<file path="src/rtl/binary_to_decimal_ascii_macros.svh">
// assertion macros shared by the binary to decimal ascii rtl
// depends on a clk and rst in scope of the module that uses them
`ifndef BINARY_TO_DECIMAL_ASCII_MACROS_SVH
`define BINARY_TO_DECIMAL_ASCII_MACROS_SVH

// same-cycle implication, off during reset
`define BDA_ASSERT_NOW(label, ante, cons, msg) \
  label: assert property (@(posedge clk) disable iff (rst) (ante) |-> (cons)) else $error(msg);

// next-cycle implication, off during reset
`define BDA_ASSERT_NEXT(label, ante, cons, msg) \
  label: assert property (@(posedge clk) disable iff (rst) (ante) |=> (cons)) else $error(msg);

`endif

</file>
<file path="src/rtl/bdac_pkg.sv">
// shared types and constants for the binary to decimal ascii converter
// no dependencies
package bdac_pkg;

  typedef logic [3:0] bcd_digit_t;

  // control that runs along the digit chain
  typedef struct packed {
    logic clear;   // zero every digit
    logic dabble;  // add-3 and shift in one binary bit
    logic shift;   // move every digit one place up
  } cell_ctrl_t;

  localparam logic [7:0] ASCII_ZERO = 8'd48;
  localparam logic [7:0] ASCII_CR   = 8'd13;
  localparam logic [7:0] ASCII_LF   = 8'd10;

endpackage

</file>
<file path="src/rtl/bdac_cell.sv">
// one bcd digit cell of the conversion chain
// depends on bdac_pkg
module bdac_cell
  import bdac_pkg::*;
(
  input  logic       clk,
  input  cell_ctrl_t ctrl,
  input  logic       bit_in,
  input  bcd_digit_t digit_in,
  output logic       bit_out,
  output bcd_digit_t digit
);

  bcd_digit_t adj;

  always_comb begin
    adj     = (digit >= 4'd5) ? digit + 4'd3 : digit;
    bit_out = adj[3];
  end

  always_ff @(posedge clk) begin
    if (ctrl.clear) begin
      digit <= '0;
    end else if (ctrl.dabble) begin
      digit <= {adj[2:0], bit_in};
    end else if (ctrl.shift) begin
      digit <= digit_in;
    end
  end

endmodule

</file>
<file path="src/rtl/bdac_chain.sv">
// row of bcd digit cells, least significant digit at index zero
// depends on bdac_pkg and bdac_cell
module bdac_chain
  import bdac_pkg::*;
#(
  parameter int NUM_DIGITS = 10
) (
  input  logic       clk,
  input  cell_ctrl_t ctrl,
  input  logic       bit_in,
  output bcd_digit_t top_digit
);

  logic       carry [NUM_DIGITS];
  bcd_digit_t dig   [NUM_DIGITS];

  for (genvar i = 0; i < NUM_DIGITS; i++) begin : g_cell
    if (i == 0) begin : g_first
      bdac_cell u_cell (
        .clk      (clk),
        .ctrl     (ctrl),
        .bit_in   (bit_in),
        .digit_in ('0),
        .bit_out  (carry[i]),
        .digit    (dig[i])
      );
    end else begin : g_rest
      bdac_cell u_cell (
        .clk      (clk),
        .ctrl     (ctrl),
        .bit_in   (carry[i-1]),
        .digit_in (dig[i-1]),
        .bit_out  (carry[i]),
        .digit    (dig[i])
      );
    end
  end

  assign top_digit = dig[NUM_DIGITS-1];

endmodule

</file>
<file path="src/rtl/binary_to_decimal_ascii.sv">
// operation: a value is accepted, its bits shift msb first into the digit cell
//   chain, the NUM_DIGITS digit places are emitted without leading zeros, then CR and LF
// input: a new value is taken only in idle, once the LF of the last one has loaded;
//   the run is bit-serial through the digit cell chain; stalls on char_ready add to it
// reset: clears the sequencer and the output valid flag, digit cells are not reset
// depends on bdac_pkg, bdac_chain and binary_to_decimal_ascii_macros.svh
`include "binary_to_decimal_ascii_macros.svh"
module binary_to_decimal_ascii
  import bdac_pkg::*;
#(
  parameter int VALUE_WIDTH = 32
) (
  input  logic        clk,
  input  logic        rst,
  // input channel
  input  logic        value_valid,
  output logic        value_ready,
  input  logic [31:0] value,
  // output channel, one ascii byte per transfer
  output logic        char_valid,
  input  logic        char_ready,
  output logic [7:0]  char_byte,
  output logic        last
);

  // digits of 2**VALUE_WIDTH - 1, via 1233/4096 as log10(2)
  localparam int NUM_DIGITS = ((VALUE_WIDTH * 1233) >> 12) + 1;
  localparam int CNT_W      = $clog2(VALUE_WIDTH + 1);

  typedef enum logic [2:0] {
    S_IDLE,
    S_CONV,
    S_EMIT,
    S_CR,
    S_LF
  } state_t;

  state_t                   state;
  logic [VALUE_WIDTH-1:0]   sr;       // binary value, shifted out msb first
  logic [CNT_W-1:0]         cnt;      // shift cycles, then digits left
  logic                     started;  // first nonzero digit already sent

  // fit the fixed 32-bit input to the working width (mask or zero extend)
  logic [VALUE_WIDTH+31:0]  value_ext;
  logic [VALUE_WIDTH-1:0]   value_fit;

  cell_ctrl_t ctrl;
  bcd_digit_t top_digit;
  logic       in_xfer;
  logic       can_load;   // output register free for a new byte this cycle
  logic       skip;       // leading zero: shift it away without a transfer
  logic       load;       // a byte enters the output register this cycle

  assign value_ext = {{VALUE_WIDTH{1'b0}}, value};
  assign value_fit = value_ext[VALUE_WIDTH-1:0];

  assign value_ready = (state == S_IDLE);
  assign in_xfer     = value_valid && value_ready;
  assign can_load    = !char_valid || char_ready;
  // the last digit place always prints, so zero gives a single '0'
  assign skip        = !started && (top_digit == 4'd0) && (cnt > CNT_W'(1));
  assign load        = can_load && (((state == S_EMIT) && !skip) ||
                                    (state == S_CR) || (state == S_LF));

  always_comb begin
    ctrl.clear  = in_xfer;
    ctrl.dabble = (state == S_CONV);
    ctrl.shift  = (state == S_EMIT) && (skip || can_load);
  end

  bdac_chain #(
    .NUM_DIGITS (NUM_DIGITS)
  ) u_chain (
    .clk       (clk),
    .ctrl      (ctrl),
    .bit_in    (sr[VALUE_WIDTH-1]),
    .top_digit (top_digit)
  );

  // sequencer and output register
  always_ff @(posedge clk) begin
    if (rst) begin
      state      <= S_IDLE;
      cnt        <= '0;
      started    <= 1'b0;
      char_valid <= 1'b0;
    end else begin
      // drop the byte once it has been taken, unless a new one loads below
      if (char_valid && char_ready && !load) begin
        char_valid <= 1'b0;
      end
      case (state)
        S_IDLE: begin
          if (in_xfer) begin
            sr      <= value_fit;
            cnt     <= CNT_W'(VALUE_WIDTH);
            started <= 1'b0;
            state   <= S_CONV;
          end
        end
        S_CONV: begin
          // one binary bit enters the chain per cycle
          sr <= {sr[VALUE_WIDTH-2:0], 1'b0};
          if (cnt == CNT_W'(1)) begin
            cnt   <= CNT_W'(NUM_DIGITS);
            state <= S_EMIT;
          end else begin
            cnt <= cnt - CNT_W'(1);
          end
        end
        S_EMIT: begin
          if (skip) begin
            cnt <= cnt - CNT_W'(1);
          end else if (can_load) begin
            char_valid <= 1'b1;
            char_byte  <= ASCII_ZERO + {4'b0000, top_digit};
            last       <= 1'b0;
            started    <= 1'b1;
            cnt        <= cnt - CNT_W'(1);
            if (cnt == CNT_W'(1)) begin
              state <= S_CR;
            end
          end
        end
        S_CR: begin
          if (can_load) begin
            char_valid <= 1'b1;
            char_byte  <= ASCII_CR;
            last       <= 1'b0;
            state      <= S_LF;
          end
        end
        S_LF: begin
          if (can_load) begin
            char_valid <= 1'b1;
            char_byte  <= ASCII_LF;
            last       <= 1'b1;
            state      <= S_IDLE;
          end
        end
        default: begin
          state <= S_IDLE;
        end
      endcase
    end
  end

  // a transfer in starts a full-length shift run
  `BDA_ASSERT_NEXT(a_conv_start, in_xfer, (state == S_CONV) && (cnt == CNT_W'(VALUE_WIDTH)), "conversion did not start with a full shift count")
  // only the line feed carries last
  `BDA_ASSERT_NOW(a_last_is_lf, char_valid && last, char_byte == ASCII_LF, "last set on a byte other than line feed")
  // a stalled byte is never overwritten by the sequencer
  `BDA_ASSERT_NEXT(a_out_hold, char_valid && !char_ready, char_valid && $stable(char_byte) && $stable(last), "output byte changed while stalled")
  // digit emission never runs past the last digit place
  `BDA_ASSERT_NOW(a_emit_cnt, state == S_EMIT, cnt != '0, "digit counter empty during emission")

endmodule

</file>
<file path="config.mk">
export PLATFORM = sky130hd
export DESIGN_NAME = binary_to_decimal_ascii
export DESIGN_NICKNAME = d
export VERILOG_FILES = /design/src/rtl/bdac_pkg.sv /design/src/rtl/bdac_cell.sv /design/src/rtl/bdac_chain.sv /design/src/rtl/binary_to_decimal_ascii.sv
export VERILOG_INCLUDE_DIRS = /design/src /design/src/rtl
export SDC_FILE = /design/constraint.sdc
export NUM_CORES = 1
export LEC_CHECK = 0
export BUFFER_PORTS_ARGS = -buffer_cell sky130_fd_sc_hd__buf_2
export CORE_AREA = 3 3 149 151
export CTS_BUF_LIST = sky130_fd_sc_hd__clkbuf_8
export DETAILED_ROUTE_END_ITERATION = 16
export DIE_AREA = 0 0 152 154
export GPL_TIMING_DRIVEN = 0
export REMOVE_ABC_BUFFERS = 1
export SETUP_SLACK_MARGIN = 0.3
export SLEW_MARGIN = 20
export SYNTH_ARGS = -nofsm -noshare
export SYNTH_HDL_FRONTEND = slang
export SYNTH_HIERARCHICAL = 1
export SYNTH_SLANG_ARGS = --single-unit
</file>
<file path="constraint.sdc">
create_clock -name clk -period 8.02 [get_ports clk]
set_input_delay 2.406 -clock clk [delete_from_list [all_inputs] [get_ports clk]]
set_output_delay 2.406 -clock clk [all_outputs]
set_load 0.02 [all_outputs]
</file>
== Yosys cells after proc, flatten, opt, wreduce, memory -nomap -nowiden ==
Index checks and enable logic that the tools add are counted.

* Register bits after elaboration: 92
* Bits of input ports: 36
* Output and inout port bits: 11
* Word-level logic and storage cells: 145

* $add $sub $neg: 12
* $lt $le $gt $ge: 11
* Equal/unequal tests: 13
* Mux-type cells: 61
* Bitwise gates (word level): 1
* Reductions and logical operators: 30

{| class="wikitable"
|+ Operators with widths
! operator !! count
|-
| 2-to-1 mux 4 bit || 29
|-
| one-hot mux 32 bit (2 select lines) || 1
|-
| >= comparator 4 x 3 -> 1 bit, second input constant || 10
|-
| adder 4 x 2 -> 4 bit, second input constant || 9
|-
| 2-to-1 mux 32 bit || 1
|-
| 2-to-1 mux 8 bit || 4
|-
| 2-to-1 mux 3 bit || 8
|-
| 2-to-1 mux 6 bit || 4
|-
| one-hot mux 8 bit (3 select lines) || 1
|-
| one-hot mux 6 bit (3 select lines) || 1
|-
| one-hot mux 3 bit (5 select lines) || 1
|-
| logical AND 1 bit || 8
|-
| 2-to-1 mux 1 bit || 8
|-
| inequality test 2 bit, second input constant || 4
|-
| AND reduction 4 bit || 2
|-
| adder 6 x 4 -> 7 bit, first input constant || 1
|-
| AND reduction 7 bit || 1
|-
| equality test 3 x 2 -> 1 bit, second input constant || 2
|-
| equality test 6 x 1 -> 1 bit, second input constant || 1
|-
| greater-than comparator 6 x 1 -> 1 bit, second input constant || 1
|-
| inequality test 2 x 1 -> 1 bit, second input constant || 3
|-
| AND reduction 3 bit || 2
|-
| AND reduction 6 bit || 1
|-
| nonzero test 2 bit || 3
|-
| other kinds (14) || 22
|}

== Depth between registers and ports, before layout ==
Gate-level depths: netlist (run 1).

* Word-level depth: 14
* Mapped depth: 10
* Mapped depth without buffers: 10

== Hierarchy ==
Netlist (run 1), hierarchy kept.

{| class="wikitable"
|+ By module, submodules not included
! module !! times used !! cells each !! area an instance (um^2) !! sequential area each (um^2)
|-
| bdac_cell || 10 || 35 || 280.3 || 80.1
|-
| binary_to_decimal_ascii || 1 || 196 || 2,408.6 || 1,361.3
|-
| bdac_chain || 1 || 1 || 3.8 || 0.0
|}

== Least setup slack after synthesis (run 1) ==
Ideal clock, no wire load.

* Path type: input-to-reg
* From: input port char_ready
* To: register u_chain.g_cell[0].g_first.u_cell.digit[0]
* Arrival: 6,798 ps
* Required time: 7,858 ps
* Slack: 1,061 ps
* Stages: 8
* Path buffers: 1
* Cell sequence: nand2b_1 clkbuf_1 nor2_1 nor3_1 mux2i_1 nor2_1 a21oi_1 nor2_1

{| class="wikitable"
|+ RTL lines
! element !! line !! source
|-
| start, declared || binary_to_decimal_ascii.sv:21 || <nowiki>input logic char_ready,</nowiki>
|-
| end signal, assigned || bdac_cell.sv:25 || <nowiki>digit <= {adj[2:0], bit_in};</nowiki>
|-
| end signal, assigned || bdac_cell.sv:27 || <nowiki>digit <= digit_in;</nowiki>
|-
| end, declared || bdac_cell.sv:11 || <nowiki>output bcd_digit_t digit</nowiki>
|}

==> results of run 1 <==
stage by stage:
step,cells,utilization [%],worst slack [ns],hold WS [ns]
final,871,28.97,3.698,0.4914
after global routing,871,28.97,3.525,0.5322
after global placement,841,26.80,-0.9685,0.4602
after detailed placement,855,27.76,3.326,0.4691
after floorplan,522,-,0.9920,0.4517
after CTS,871,28.97,3.719,0.4906
worst paths after layout:
kind | start | endpoint
setup / recovery | char_ready | u_chain/g_cell[3].g_rest.u_cell/digit[0]
hold / removal | sr[31] | u_chain/g_cell[0].g_first.u_cell/digit[0]
setup reg to reg | cnt[0] | u_chain/g_cell[3].g_rest.u_cell/digit[0]
hold reg to reg | sr[31] | u_chain/g_cell[0].g_first.u_cell/digit[0]
layer usage:
layer	vias to the layer above	track usage, %
met2	47	13.48
met4	2	2.055
met3	15	2.955
li1	2077	-
met1	1869	12.06
met5	-	0
power by group:
part	total, mW	switching, mW	internal (mW)
Clock	0.386	0.163	0.224
Sequential	0.565	0.0465	0.518
Combinational	0.243	0.127	0.115
cells in the final DEF, fill, tap and decap left out, drive strengths merged, types with 3 or more instances in the layout:
master and n:
nand4b 10, ha 22, nand2b 13, a221oi 10, or4b 10, bufinv 3, o21a 11, clkbuf 11
o21ai 37, buf 58, mux2i 21, a21oi 50, a31oi 12, edfxtp 38, nor2 53, nor3b 11
nor3 5, nor2b 3, nand2 51, conb 6, or2b 9, inv 31, dfxtp 51, mux2 31
o311ai 10, a211oi 3
worst register-to-register path, cell delays in order, from the launching register on:
cell and delay (ns):
dfxtp_1 0.38, inv_1 0.09, ha_1 0.26, or2_1 0.27, a211oi_4 0.30, nor2_1 0.09, nor3_2 0.39, buf_4 0.29
buf_4 0.21, buf_6 0.16, buf_4 0.20, mux2i_1 0.20, nor2_1 0.05, a21oi_1 0.11, nor2_1 0.05
flip-flops by register name, indices dropped and copies added, names as in the netlist:
register and flops:
char_byte 5, sr 32, started 1, u_chain/g_cell.g_first.u_cell/digit 4, last 1, u_chain/g_cell.g_rest.u_cell/digit 36, char_valid 1, cnt 6
state 3
layout make-up:
class / instances / area [µm²] / area share [%]
multi-input cells: 403 / 2789 / 45.94
clock buffers: 11 / 151.4 / 2.494
flip-flops and latches: 89 / 2162 / 35.61
inverters: 30 / 112.6 / 1.855
well taps: 275 / 344.1 / 5.668
clock inverters: 5 / 102.6 / 1.690
repair buffers: 58 / 409.1 / 6.739
==> impl_metrics.yaml, run 1 <==
status:
  status: "finished, final reports clean"
timing:
  rsz0062_at_grt: "no"
  period_minus_slack_ns: 4.322
  fmax_mhz: 231.4
  finalCritPeriodShare_pct: 53.88
  skew_ns: 0.005239
  final.setup.tns_ns: 0
  worst_pin_slew_ns: 0.8039
  hold_violations: 0
  setup_violations: 0
  max_slew_margin_pct: 46.41
  maxSlewViolCount: 0
worst_setup_path:
  end_kind: "flip-flop"
  crit_fanout: 11
  worst_path_largest_cell_delay_ns: 0.39
  path_class: "input port to flip-flop"
  ff2ff_setup_slack_ns: 4.83
  crit_buf_inv: 5
  path_cells: "buf_2 -> nand2b_1 -> nor2_1 -> nor3_2 -> buf_4 -> buf_4 -> buf_6 -> buf_4 -> mux2i_1 -> nor2_1 -> a21oi_1 -> nor2_1"
  required_ns: 8.26
  crit_path_start_kind: "input port"
  cp_top_family: "buffers and inverters"
  rr_worst_depth: 14
  arrival_ns: 4.56
  cp.depth: 12
  slowest_stage: "nor3_2"
global_routing:
  grt_overflow: 0
  antenna_found_initial: 1
  grt_pass1_vias: 3622
  grt_pass1_wl_mm: 17.65
  grt_use_total_pct: 8.808
  grt_max_degree: 36
finish:
  nFillCells: 2250
  final_area_mm2: 0.006071
  area_growth_syn_to_layout_pct: 16.89
  final_nets: 649
  antennaDiodeCount: 0
  drive_above_1_share_pct: 20.13
floorplan:
  ios: 47
  core_mm2: 0.02096
  die-area_mm2: 0.02341
  die_y_um: 154
  num_rows: 53
  die_width_um: 152
  start_util_pct: 24.79
cts:
  cts-root-buf: "clkbuf_8"
  clk_latency_ns: 0.37
  cts.sinks: 89
  cts_setup_buffers: 0
  clk_pin_slew_ns: 0.09
  cts_resized: 0
  numCtsBuffers: 9
  clockBufferDepth: 2
  postCtsHoldBufs: 0
  cts_tree: "done"
  htreeDepth: 3
job:
  maxCapViolations: 0
placement:
  dpl_cell_area_mm2: 0.005817
  place_congestion: 0.7647
  port_buffers: 44
  hpwlAfterDp_mm: 7.293
route:
  met2_length_mm: 4.619
  drc: 0
  met1_length_mm: 5.326
  num_vias: 4010
  wl_met3_um: 379
  ant_nets: 0
  dr.first_iter.drc_count: 197
  viasPerCell: 4.604
  top_layer_used: "met5"
  wl_mm: 10.46
  drt-pass1-iter-count: 4
  drt-wirelength-per-cell_um: 12.01
min_path:
  whs_path_depth: 2
  hold_path.class: "flip-flop to flip-flop"
power:
  powerDensity_mw_per_mm2: 196.6
  power_mw: 1.194
  p_leak_nw: 2.085
  irDropWorstVdd_v: 0.00008363
yosys:
  synth.cell_area_mm2: 0.005194
  yosys_warnings: 6
  synth_cells: 543
  syn_area_per_cell_um2: 9.565
Note: power is estimated with default switching activity, not from simulation.
==> inputs of run 2 (changes only) <==
--- a/config.mk
+++ b/config.mk
@@ -6,11 +6,12 @@
 export SDC_FILE = /design/constraint.sdc
 export NUM_CORES = 1
 export LEC_CHECK = 0
+export ABC_AREA = 1
 export BUFFER_PORTS_ARGS = -buffer_cell sky130_fd_sc_hd__buf_2
-export CORE_AREA = 3 3 149 151
+export CORE_AREA = 3 3 151 153
 export CTS_BUF_LIST = sky130_fd_sc_hd__clkbuf_8
 export DETAILED_ROUTE_END_ITERATION = 16
-export DIE_AREA = 0 0 152 154
+export DIE_AREA = 0 0 154 156
 export GPL_TIMING_DRIVEN = 0
 export REMOVE_ABC_BUFFERS = 1
 export SETUP_SLACK_MARGIN = 0.3
==> constraint.sdc (replaced) <==
create_clock -name clk -period 4.35 [get_ports clk]
set_input_delay 1.305 -clock clk [delete_from_list [all_inputs] [get_ports clk]]
set_output_delay 1.305 -clock clk [all_outputs]
set_load 0.02 [all_outputs]
==> run 2 against run 1 <==
  * Clock skew is 0.0010 ns higher
  * Critical path depth is 6 lower
  * Via count grew 16%
  * Synthesized cell count increased by 32%
  * Register-to-register slack got worse by 3.0 ns
  * First-iteration DRC count up 55%
  * Clock power is 81% higher
  * Cell count is 21% higher
  * Sequential share of layout area fell by 0.55 points
  * Combinational power rose to 9.0 times the previous value
  * Design area is 1.6% higher
==> impl_metrics.yaml, run 2 <==
placement:
  port_buffers: 44
  pre_cts_ws_ns: 0.9660
  dpl_cell_area_mm2: 0.005922
  hpwlAfterDp_mm: 7.989
  dp.cells: 1038
  place_congestion: 0.7810
route:
  num_vias: 4642
  met2_length_mm: 5.174
  wl_mm: 11.46
  dr.first_iter.drc_count: 306
  drc: 0
  wl_met3_um: 339
  top_layer_used: "met4"
  met1_length_mm: 5.837
  drt-pass1-iter-count: 5
  ant_nets: 0
  drt-wirelength-per-cell_um: 10.87
  viasPerCell: 4.404
timing:
  rsz0062_at_grt: "no"
  holdWs_ns: 0.4728
  maxSlewViolCount: 0
  finalCritPeriodShare_pct: 66.81
  max_slew_margin_pct: 46.02
  period_minus_slack_ns: 2.906
  setup_violations: 0
  fmax_mhz: 344.1
  hold_violations: 0
  fin_ws_ns: 1.444
  skew_ns: 0.006258
  worst_pin_slew_ns: 0.8097
floorplan:
  ios: 47
  num_rows: 54
  start_util_pct: 24.61
  die-area_mm2: 0.02402
  die_width_um: 154
  core_mm2: 0.02169
  die_y_um: 156
min_path:
  hp-start: "started"
  hold_path.class: "flip-flop to flip-flop"
worst_setup_path:
  critPathLaunch: "value_valid"
  required_ns: 4.42
  arrival_ns: 2.98
  end_kind: "flip-flop"
  ff2ff_setup_slack_ns: 1.86
  crit_fanout: 21
  path_cells: "buf_2 -> inv_1 -> nor2_4 -> inv_1 -> a21oi_4 -> buf_16"
  path_class: "input port to flip-flop"
  slowest_stage: "nor2_4"
  path_common_cell: "inv_1"
  regToRegStartpoint: "state[2]"
  crit_path_start_kind: "input port"
  cp_top_family: "buffers and inverters"
  crit_buf_inv: 4
  worst_path_largest_cell_delay_ns: 0.57
power:
  power.switching_mw: 1.967
  p_comb_share_pct: 49.8
  power_frac_seq_pct: 34.2
  p_int_mw: 2.419
  p_leak_nw: 2.746
  powerDensity_mw_per_mm2: 711.4
  irDropWorstVdd_v: 0.0004244
  power_mw: 4.387
  clockPowerShare_pct: 15.9
  swShare_pct: 44.84
global_routing:
  grt_pass1_wl_mm: 19.82
  grt_max_degree: 77
  grt_use_total_pct: 9.565
  grt_pass1_vias: 4366
  grt_overflow: 0
  antenna_found_initial: 0
cts:
  clockBufferDepth: 2
  cts-root-buf: "clkbuf_8"
  htreeDepth: 3
  postCtsHoldBufs: 0
  cts_resized: 0
  clk_latency_ns: 0.36
  cts_tree: "done"
  numCtsBuffers: 9
  clk_pin_slew_ns: 0.09
  cts.sinks: 89
  cts_setup_buffers: 0
finish:
  antennaDiodeCount: 0
  final_nets: 827
  largest_reg_flops: 36
  regMostFlops: "u_chain/g_cell.g_rest.u_cell/digit"
  largestRegisters: "u_chain/g_cell.g_rest.u_cell/digit x36, sr x32, cnt x6"
  area_growth_syn_to_layout_pct: 15.52
  mostFrequentLayoutCells: "nand2_1, inv_1, o21ai_0, dfxtp_1"
  drive_above_1_share_pct: 13.05
  fin_cells: 1054
  final_common_cell: "nand2_1"
  final_area_mm2: 0.006166
yosys:
  synth.cell_area_mm2: 0.005338
  yosys_warnings: 6
  synth_cells: 719
  syn_area_per_cell_um2: 7.424
status:
  status: "finished, final reports clean"
job:
  maxCapViolations: 0
==> run 2: power groups by stage <==
stage / clock [mW] / combinational (mW) / sequential, mW
after floorplan: 0 / 1.71 / 1.47
after global routing: 0.751 / 2.55 / 1.55
final: 0.698 / 2.19 / 1.50
after global placement: 0 / 2.13 / 1.53
after detailed placement: 0 / 2.19 / 1.52
after CTS: 0.725 / 2.20 / 1.50
==> run 2: per-stage QoR <==
| step | setup TNS, ns | util, % |
|---|---|---|
| finish | 0 | 28.43 |
| global route | 0 | 28.43 |
| CTS | 0 | 28.43 |
| detailed placement | 0 | 27.30 |
| global placement | -59.21 | 27.07 |
| floorplan | -4.428 | - |
==> run 2: path summary, 6_finish.rpt <==
kind | end | cells past startpoint
max | sr[12] | 6
max reg2reg | sr[12] | 6
min reg2reg | started | 2
min | started | 2
==> run 2: worst min-delay path: stages, from the launching register on <==
cell     delay [ns]
dfxtp_1        0.32
nand2_1        0.06
a21oi_1        0.05
==> run 2: cell type report <==
| class | instances | area (µm²) |
|---|---|---|
| fillers | 2381 | 15520 |
| multi-input cells | 519 | 2763 |
| flip-flops and latches | 89 | 2162 |
| inverters | 105 | 399.1 |
| well taps | 280 | 350.3 |
| repair buffers | 45 | 247.7 |
| clock buffers | 10 | 137.6 |
| clock inverters | 6 | 106.4 |
==> run 2: layer usage <==
| metal | up-vias | track usage (%) |
|---|---|---|
| li1 | 2474 | - |
| met1 | 2100 | 13.08 |
| met2 | 56 | 15.70 |
| met3 | 12 | 1.859 |
| met4 | 0 | 2.187 |
| met5 | - | 0 |
